`config.mk`:
```
export PLATFORM = sky130hd
export DESIGN_NAME = bfiq_ram
export DESIGN_NICKNAME = d
export VERILOG_FILES = /design/src/sv/bfiq_ram.sv
export SDC_FILE = /design/constraint.sdc
export NUM_CORES = 1
export LEC_CHECK = 0
export BUFFER_PORTS_ARGS = -buffer_cell sky130_fd_sc_hd__buf_2
export CORE_UTILIZATION = 47
export CTS_CLUSTER_DIAMETER = 120
export CTS_CLUSTER_SIZE = 24
export DETAILED_ROUTE_END_ITERATION = 16
export PLACE_DENSITY = 0.74
export SETUP_SLACK_MARGIN = 0.1
export SLEW_MARGIN = 20
export SYNTH_ARGS = -nofsm -noshare
export SYNTH_HDL_FRONTEND = slang
export SYNTH_SLANG_ARGS = --single-unit
```
`constraint.sdc`:
```
create_clock -name i_clk -period 1 [get_ports i_clk]
set_input_delay 0.1 -clock i_clk [delete_from_list [all_inputs] [get_ports i_clk]]
set_output_delay 0.1 -clock i_clk [all_outputs]
set_load 0.01 [all_outputs]
```
`src/sv/bfiq_ram.sv`:
```
module bfiq_ram #(
    parameter int WIDTH = 1,
    parameter int DEPTH = 16,
    localparam int AW = (DEPTH > 1) ? $clog2(DEPTH) : 1
) (
    input  logic             i_clk,
    input  logic             i_we,
    input  logic [AW-1:0]    i_waddr,
    input  logic [WIDTH-1:0] i_wdata,
    input  logic [AW-1:0]    i_raddr,
    output logic [WIDTH-1:0] o_rdata
);

    logic [WIDTH-1:0] r_mem [DEPTH];
    logic [WIDTH-1:0] r_rdata;

    always_ff @(posedge i_clk) begin
        if (i_we) begin
            r_mem[i_waddr] <= i_wdata;
        end
        r_rdata <= r_mem[i_raddr];
    end

    assign o_rdata = r_rdata;

endmodule

```
==> results.md, run 1 <==
- Post-Syn Area: 745.7 µm²
- # rows: 14
- Chip width: 41.83 µm
- DRT iter0 DRCs: 9
- Starting density of the core: 50.08%
- N_diodes: 0
- DP Wirelength: 871.5 µm
- Failing checks: setup timing
- Synth warn: 0
- Setup TNS Final: -0.1587 ns
- Outcome: finished with violations
- CTS-repair resized insts: 0
- Residual DRC: 0
- Leak pwr: 0.2986 nW
- Gr usage total: 16.14%
- Clk root buf: clkbuf_4
- Most frequent CP cell: mux2i_1
- Average size of a mapped cell: 15.87 µm²
- Drt total wl: 1139 µm
- Crit path max fanout: 1
- Vias in the first global route: 432
- Layout Utilization: 57.39%
- Via density: 5.700
- Total number of vias: 456
- RSZ-0062 raised after global routing: yes
- CP peak stage delay: 0.47 ns
- Critical path buffer and inverter count: 0
- Highest Clock Rate: 863.0 MHz
- Placer Congestion: 0.7011
- Wire length per cell: 14.24 µm
- Reg clk slew, reported paths: 0.09 ns
- Clk Latency, worst-skew pair: 0.28 ns
- Die Ht: 41.83 µm
- Share of Yosys cell area claimed by the top area cell type: 64.43%
- Fin crit share: 115.9%
- Placement Setup Slack: -0.1626 ns
- H-tree depth: 1
- Hold_ws: 0.002459 ns
- Post-synth top flop: edfxtp_1
- Synth area leader: edfxtp_1
- Grt ovf: 0
- CP Depth: 3
- I/O Buffers: 11
- I/O Pins: 12
- Worst Skew: 0.0007540 ns
- Antenna-violating nets left: 0
- Sequential fraction of the synthesis area: 67.11%
- Ratio of cells with drive above 1 in the final layout: 34.38%
- Fill cell count: 105
- Setup slack after layout: -0.1587 ns
- Worst hold path depth: 2
- Mapped Cells: 47
- Worst EP arrival: 1.34 ns
- CTS tree: yes
- MaxCap Viol Count: 0
- Worst-path cell chain: mux4_2 -> mux2i_1 -> mux2i_1
- Synth top area cells: edfxtp_1 64%, mux4_1 14%, nor2_1 6.0%
- Seq cells post-synth: 17
- Slew Limit Headroom: 81.61%
- Post-synth EDFFs: 16
- Nets: 76
- Die area: 1750 µm²
- CP max-delay cell: mux4_2
- Inserted Clock Buffers: 3
- Top cell family by delay on the critical path: multiplexers
- Tightest Hold Check Type: primary input to flip-flop
- Worst VDD drop: 1.032 mV
- # clock sinks: 17
- Critical path class: flip-flop to flip-flop
- CP startpoint kind: flip-flop
- Core Region: 1489 µm²
- Async SR Flop Fraction: 0%
- Endpoints failing hold: 0
- Post-Syn Nets: 58
- Worst Tran Pin Value: 0.2738 ns
- Yosys cell types: 11
- Data required, critical path: 1.18 ns
- PwrDens: 1488 nW/µm²
- CP endpoint kind: flip-flop
- Hold Crit Start: i_raddr[2]
- Worst Setup SP: r_mem[7]
- Largest net degree at the start of global routing: 17
- Tmin final: 1.159 ns
- Top cells by count, synth: 16 x edfxtp_1, 12 x nor2_1, 4 x mux4_1, 4 x nor3_1, 3 x mux2i_1
- Area Growth Syn to Fin: 14.60%
- Reg2reg path depth: 3
- Setup Viol. Count Final: 1
- First-pass GRT wire length: 1945 µm
- Slew Limit Fails: 0
- First drt pass iteration count: 4
- CTS Buffer Depth: 2
- Initial antenna violation count: 0
- Origin of the critical flop-to-flop path: r_mem[7]
- Count leader, synth: edfxtp_1
## cells by family after synthesis
family,Yosys count,share of synthesized area [%]
simple gates,23,14.76
mux,7,18.12
flops,17,67.11
## sequential cells by signal, indices dropped and copies added (netlist names)
name	flops
o_rdata	1
r_mem	16
## worst paths after layout
kind              endpoint  slack (ns)
setup / recovery   o_rdata       -0.16
hold / removal     o_rdata       0.002
setup reg to reg   o_rdata       -0.16
hold reg to reg    o_rdata        0.75
## cells in the final DEF (no fill, tap or decap), drive strengths merged
cell type / instances
edfxtp: 16
mux2i: 3
or3b: 1
nor3: 4
dfxtp: 1
nor2: 12
nand3: 1
nand2: 1
nand3b: 2
nand2b: 2
buf: 13
clkbuf: 4
mux4: 4
## power by group
group / internal (mW) / total [mW] / switching (mW)
clock network: 0.155 / 0.354 / 0.199
registers: 0.795 / 0.799 / 0.00384
logic: 0.0570 / 0.119 / 0.0616
## layer usage
metal | track usage, % | part of all wire [%] | up-vias
met5 | 0 | 0 | -
met2 | 25.94 | 50 | 12
met1 | 19.64 | 43 | 222
met4 | 9.677 | 3.2 | 0
li1 | - | - | 218
met3 | 3.913 | 3.7 | 4
## through the flow
step | instance area, µm² | power, mW | instances
after floorplan | 738.2 | 0.8703 | 47
after global placement | 828.3 | 0.9336 | 76
after detailed placement | 828.3 | 0.9356 | 76
after CTS | 854.6 | 1.276 | 80
after global routing | 854.6 | 1.317 | 80
final | 854.6 | 1.271 | 80
## area by class of cell
cell class / instances / area [µm²] / area share (%)
tap: 16 / 20.02 / 2.343
multi-input combinational: 30 / 237.7 / 27.82
timing repair buffer: 13 / 70.07 / 8.199
clock buffer: 4 / 26.28 / 3.075
sequential: 17 / 500.5 / 58.57
## timing repair
item,in CTS,in global routing
endpoints found under the setup margin,1,1
buffers inserted,0,0
pin swaps,0,0
hold buffers,0,0
No activity file was read; power rests on OpenSTA's default activity.
==> run 2: changes to the inputs <==
CORE_MARGIN = 2   (was not set)
REMOVE_ABC_BUFFERS = 1   (was not set)
==> run 2 against run 1 <==
Largest power group unchanged. The flow still finishes with violations (setup timing). Count of clock-buffer cells in the layout down 1. Clock power rose by 2%. Utilization up 1.3 points. Sequential power about the same. Combinational power about the same. Register-to-register slack lost 0.02 ns. Flip-flop and latch count stayed put. Hold slack improved by 0.13 ns. Global-route usage down 1.6 points.
==> results.md, run 2 (synthesis results as in run 1) <==
- Die area: 1921 µm² (+9.8%)
- Initial antenna violation count: 0 (unchanged)
- Most frequent cells in the layout: 16 x edfxtp_1, 12 x nor2_1, 11 x buf_2
- Largest register FFs: 16 (unchanged)
- Die Ht: 43.83 µm (+4.8%)
- DP Wirelength: 862.2 µm (-1.1%)
- Slew Limit Headroom: 85.04% (+3.4 points)
- DRT iter0 DRCs: 9 (unchanged)
- Placer Congestion: 0.7395 (+5.5%)
- Via density: 5.488 (-3.7%)
- Ratio of cells with drive above 1 in the final layout: 34.85% (+0.47 points)
- Setup slack after layout: -0.1819 ns (-0.02315 ns)
- Sequential cell area: 500.5 µm² (unchanged)
- Multi-input gate area: 239.0 µm² (+0.53%)
- CP startpoint kind: flip-flop
- CP peak stage delay: 0.48 ns (about the same)
- Worst Tran Pin Value: 0.2243 ns (-0.04943 ns)
- Failing checks: setup timing
- CTS tree: yes
- Drt total wl: 1136 µm (-0.26%)
- RSZ-0062 raised after global routing: yes
- Clk Latency, worst-skew pair: 0.29 ns (about the same)
- Core Region: 1489 µm² (unchanged)
- CP endpoint kind: flip-flop
- Worst VDD drop: 0.9366 mV (-9.3%)
- Tmin final: 1.182 ns (+0.02315 ns)
- Fill cell count: 123 (+17%)
- Gr usage total: 14.49% (-1.6 points)
- First-pass GRT wire length: 1911 µm (-1.7%)
- Grt ovf: 0 (unchanged)
- PwrDens: 1463 nW/µm² (-1.7%)
- Highest Signal Layer: met4
- Setup Viol. Count Final: 1 (unchanged)
- Post-Layout Cell Count: 82 (+2.5%)
- Placed cell area: 843.3 µm² (+1.8%)
- Commonest non-fill, non-tap cell in the layout: edfxtp_1
- Worst EP arrival: 1.37 ns (+0.03 ns)
- Chip width: 43.83 µm (+4.8%)
- Largest net degree at the start of global routing: 17 (unchanged)
- CP max-delay cell: mux4_1
- Clk root buf: clkbuf_4
- Fin area: 874.6 µm² (+2.3%)
- Wire length per cell: 13.85 µm (-2.7%)
- MaxCap Viol Count: 0 (unchanged)
- Crit path max fanout: 1 (unchanged)
- Top reg by flops: r_mem
- Placed cells: 77 (+1.3%)
- Tightest Hold Check Type: primary input to flip-flop
- # clock sinks: 17 (unchanged)
- Nets: 78 (+2.6%)
- Highest Clock Rate: 846.1 MHz (-2.0%)
- Critical path class: flip-flop to flip-flop
- I/O Pins: 12 (unchanged)
- Residual DRC: 0 (unchanged)
- Starting density of the core: 50.08% (unchanged)
- Inserted Clock Buffers: 3 (unchanged)
- Area Growth Syn to Fin: 17.28%
- Data required, critical path: 1.19 ns (about the same)
- Vias in the first global route: 444 (+2.8%)
- Routed met1 length: 456 µm (-6.0%)
- Slew Limit Fails: 0 (unchanged)
- Leak pwr: 0.3133 nW (+4.9%)
- I/O Buffers: 11 (unchanged)
- Worst Skew: 0.004693 ns (+0.003939 ns)
- Most frequent CP cell: mux2i_1
- Reg clk slew, reported paths: 0.09 ns (about the same)
- Outcome: finished with violations
- Antenna-violating nets left: 0 (unchanged)
- Met2 WL post-DR: 589 µm (+2.8%)
- Fin crit share: 118.2% (+2.3 points)
- Met3 wire length: 59 µm (+40%)
- # rows: 14 (unchanged)
- Endpoints failing hold: 0 (unchanged)
- Post-CTS Setup Bufs: 0 (unchanged)
- Worst-path cell chain: mux4_1 -> mux2i_1 -> mux2i_1
- CTS Buffer Depth: 2 (unchanged)
- First drt pass iteration count: 3 (-1)
- Total number of vias: 450 (-1.3%)
- H-tree depth: 1 (unchanged)
- N_diodes: 0 (unchanged)
## run 2: changes by cell type in the layout (fill, tap and decap cells not counted)
cell,change
dlygate4sd3_1,+1
or3b_4,-1
buf_4,+1
clkbuf_1,-1
mux4_2,-1
or3b_2,+1
clkinv_2,+1
mux4_1,+1
## run 2: worst max-delay path, delay by kind of cell (launching register included)
family	cells	cell delay (ns)
muxes	3	0.69
DFF	1	0.39
## run 2: area by class of cell
type	instances	share of cell area, %
Multi-Input combinational cell	30	27.32
Timing Repair Buffer	15	10.01
Clock inverter	1	0.5722
Tap cell	16	2.289
Clock buffer	3	2.575
Sequential cell	17	57.22
## run 2: power breakdown
part           internal [mW]  switching (mW)
sequential             0.795         0.00396
clock                  0.149           0.211
combinational         0.0603          0.0597
total                   1.00           0.275
## run 2: timing repair
action | 4_1_cts | 5_1_grt
hold buffers | 1 | 0
gates resized for setup | 3 | 1
cloned | 0 | 0
endpoints found under the setup margin | 1 | 2
hold endpoints to repair | 1 | 0
## run 2: layer usage
layer  global-route usage [%]  up-vias
li1                         -      219
met3                    2.500        5
met4                    9.091        0
met5                        0        -
met2                    24.41       13
met1                    17.05      213
## run 2: final timing paths
| kind | from | end | slack [ns] | cells after the start |
|---|---|---|---|---|
| setup / recovery | r_mem[4] | o_rdata | -0.18 | 3 |
| hold / removal | i_raddr[3] | o_rdata | 0.13 | 3 |
| setup reg to reg | r_mem[4] | o_rdata | -0.18 | 3 |
| hold reg to reg | r_mem[6] | o_rdata | 0.74 | 3 |
## run 2: metrics by stage
| stage | util, % | worst slack, ns | TNS, ns | power, mW | hold slack [ns] |
|---|---|---|---|---|---|
| 4_1_cts | 58.40 | -0.1963 | -0.1963 | 1.281 | 0.1345 |
| 6_report | 58.74 | -0.1819 | -0.1819 | 1.280 | 0.1281 |
| 3_5_place_dp | 56.64 | -0.2114 | -1.013 | 0.9309 | 0.3037 |
| 3_3_place_gp | 56.64 | -0.1836 | -0.8569 | 0.9269 | 0.3016 |
| 5_1_grt | 58.74 | -0.2721 | -0.2721 | 1.317 | 0.1621 |
| 2_1_floorplan | - | -0.1346 | -0.1842 | 0.8662 | 0.1989 |
==> run 3: changes to the inputs <==
--- a/config.mk
+++ b/config.mk
@@ -7,10 +7,12 @@
 export LEC_CHECK = 0
 export BUFFER_PORTS_ARGS = -buffer_cell sky130_fd_sc_hd__buf_2
+export CAP_MARGIN = 20
 export CORE_MARGIN = 2
-export CORE_UTILIZATION = 47
+export CORE_UTILIZATION = 51
+export CTS_BUF_LIST = sky130_fd_sc_hd__clkbuf_4 sky130_fd_sc_hd__clkbuf_8
 export CTS_CLUSTER_DIAMETER = 120
 export CTS_CLUSTER_SIZE = 24
 export DETAILED_ROUTE_END_ITERATION = 16
-export PLACE_DENSITY = 0.74
+export PLACE_DENSITY = 0.79
 export REMOVE_ABC_BUFFERS = 1
 export SETUP_SLACK_MARGIN = 0.1
==> constraint.sdc (replaced) <==
create_clock -name i_clk -period 1 [get_ports i_clk]
set_input_delay 0.1 -clock i_clk [delete_from_list [all_inputs] [get_ports i_clk]]
set_output_delay 0.1 -clock i_clk [all_outputs]
set_load 0.005 [all_outputs]
==> run 3 against run 2 <==
Count of clock-buffer cells in the layout up 1. Critical path depth unchanged. Global-route usage up 1.3 points. Sequential power about the same. The run still ends with setup timing left. Flip-flop and latch count unchanged. First-iteration DRC count down 11%. Register-to-register slack about the same. Largest cell class unchanged. Sequential share of layout area up 1.2 points. Non-clock buffer count down 2. Critical path type unchanged.
==> results.md, run 3 (synthesis results as in run 1) <==
- Die area: 1784 µm² (-7.1%)
- Drt total wl: 1134 µm (-0.18%)
- Commonest non-fill, non-tap cell in the layout: edfxtp_1
- CTS tree: yes
- Chip width: 42.24 µm (-3.6%)
- Most frequent cells in the layout: 16 x edfxtp_1, 12 x nor2_1, 11 x buf_2, 4 x mux4_2, 4 x clkbuf_4
- Grt ovf: 0 (unchanged)
- Tmin final: 1.183 ns (+0.001172 ns)
- Critical path buffer and inverter count: 0 (unchanged)
- Sw Ratio: 19.13% (-2.4 points)
- Area Growth Syn to Fin: 14.93%
- Tightest Hold Check Type: primary input to flip-flop
- Initial antenna violation count: 0 (unchanged)
- I/O Buffers: 11 (unchanged)
- Sequential power share: 62.6% (about the same)
- Worst Skew: 0.002074 ns (-0.002619 ns)
- P_sw: 0.2445 mW (-11%)
- Top cell family by delay on the critical path: multiplexers
- Die Ht: 42.24 µm (-3.6%)
- Largest net degree at the start of global routing: 17 (unchanged)
- Vias in the first global route: 452 (+1.8%)
- CP startpoint kind: flip-flop
- Largest register FFs: 16 (unchanged)
- Setup Viol. Count Final: 1 (unchanged)
- Crit path max fanout: 1 (unchanged)
- Endpoints failing hold: 0 (unchanged)
- PwrDens: 1492 nW/µm² (+1.9%)
- Layout Utilization: 64.26% (+5.5 points)
- Failing checks: setup timing
- Slew Limit Headroom: 85.34% (+0.30 points)
- P_int: 1.034 mW (+2.9%)
- DRT iter0 DRCs: 8 (-1)
- Slew Limit Fails: 0 (unchanged)
- DP Wirelength: 867 µm (+0.56%)
- CP peak stage delay: 0.47 ns (about the same)
- Gr usage total: 15.77% (+1.3 points)
- Worst-path cell chain: mux4_2 -> mux2i_1 -> mux2i_1
- Antenna-violating nets left: 0 (unchanged)
- Clk root buf: clkbuf_4
- Total number of vias: 430 (-4.4%)
- Ratio of cells with drive above 1 in the final layout: 35.94% (+1.1 points)
- H-tree depth: 1 (unchanged)
- CP endpoint kind: flip-flop
- RSZ-0062 raised after global routing: yes
- N_diodes: 0 (unchanged)
- I/O Pins: 12 (unchanged)
- Worst EP arrival: 1.35 ns (-0.02 ns)
- Residual DRC: 0 (unchanged)
- Core Region: 1334 µm² (-10%)
- First-pass GRT wire length: 2007 µm (+5.0%)
- Clk Latency, worst-skew pair: 0.27 ns (-0.02 ns)
- Setup slack after layout: -0.1830 ns (-0.001172 ns)
- Inserted Clock Buffers: 3 (unchanged)
- Wire length per cell: 14.35 µm (+3.6%)
- Overall power: 1.278 mW (about the same)
- Via density: 5.443 (-0.82%)
- Clock network power share: 28.4% (+0.2 points)
- Highest Clock Rate: 845.3 MHz (about the same)
- Outcome: finished with violations
- Critical path class: flip-flop to flip-flop
- CTS Buffer Depth: 2 (unchanged)
- Leak pwr: 0.3010 nW (-3.9%)
- Comb pwr share: 9.0% (-0.4 points)
- Reg clk slew, reported paths: 0.09 ns (about the same)
- Hold Buf Count CTS: 0 (-1)
- CP max-delay cell: mux4_2
- First drt pass iteration count: 4 (+1)
- Starting density of the core: 55.91% (+5.8 points)
- Fin crit share: 118.3% (about the same)
- Data required, critical path: 1.17 ns (-0.02 ns)
- # clock sinks: 17 (unchanged)
- Worst VDD drop: 0.8361 mV (-11%)
- Worst Tran Pin Value: 0.2198 ns (-0.004503 ns)
- Placer Congestion: 0.7195 (-2.7%)
- MaxCap Viol Count: 0 (unchanged)
- Most frequent CP cell: mux2i_1
- Nets: 76 (-2.6%)
- Top reg by flops: r_mem
- # rows: 13 (-1)
[run 3: area by class of cell]
type	count	area (µm²)
Tap cell	15	18.77
Fill cell	115	476.7
Multi-Input combinational cell	30	237.7
Clock buffer	4	30.03
Timing Repair Buffer	13	70.07
Sequential cell	17	500.5
[run 3: worst paths after layout]
kind	start	endpoint	slack (ns)	cells past startpoint
worst max-delay path	r_mem[4]	o_rdata	-0.18	3
worst min register to register	r_mem[11]	o_rdata	0.75	3
worst max register to register	r_mem[4]	o_rdata	-0.18	3
worst min-delay path	i_raddr[2]	o_rdata	0.009	2
[run 3: routing by layer]
| metal | routed length (µm) | global-route usage (%) | up-vias | part of all wire (%) |
|---|---|---|---|---|
| li1 | - | - | 216 | - |
| met1 | 523 | 20.93 | 202 | 46 |
| met2 | 549 | 25.23 | 10 | 48 |
| met3 | 49 | 2.586 | 2 | 4.3 |
| met4 | 11 | 7.500 | 0 | 0.97 |
| met5 | 0 | 0 | - | 0 |
[run 3: power groups by stage]
stage | Clock (mW) | Sequential, mW | Combinational [mW]
after global routing | 0.404 | 0.802 | 0.129
after floorplan | 0 | 0.815 | 0.0490
after CTS | 0.378 | 0.800 | 0.116
final | 0.364 | 0.800 | 0.115
after global placement | 0 | 0.815 | 0.108
after detailed placement | 0 | 0.816 | 0.111
[run 3: worst reg2reg max path: stages (launching register included)]
cell	delay [ns]
edfxtp_1	0.39
mux4_2	0.47
mux2i_1	0.14
mux2i_1	0.08
[run 3: what timing repair did]
action	4_1_cts	5_1_grt
cloned	0	0
pin swaps	0	1
resized for setup	5	1
buffers inserted	0	0
setup endpoints to repair	2	3
[run 3: through the flow]
stage | worst slack, ns | hold WS (ns) | std cells | setup TNS [ns] | area [µm²]
4_1_cts | -0.1949 | 0.002949 | 79 | -0.1949 | 854.6
3_3_place_gp | -0.2033 | 0.3032 | 75 | -0.8757 | 834.6
3_5_place_dp | -0.2327 | 0.3025 | 75 | -0.9708 | 834.6
2_1_floorplan | -0.1346 | 0.1989 | 47 | -0.1842 | 745.7
5_1_grt | -0.2667 | 0.0008138 | 79 | -0.2667 | 857.1
6_report | -0.1830 | 0.009488 | 79 | -0.1830 | 857.1
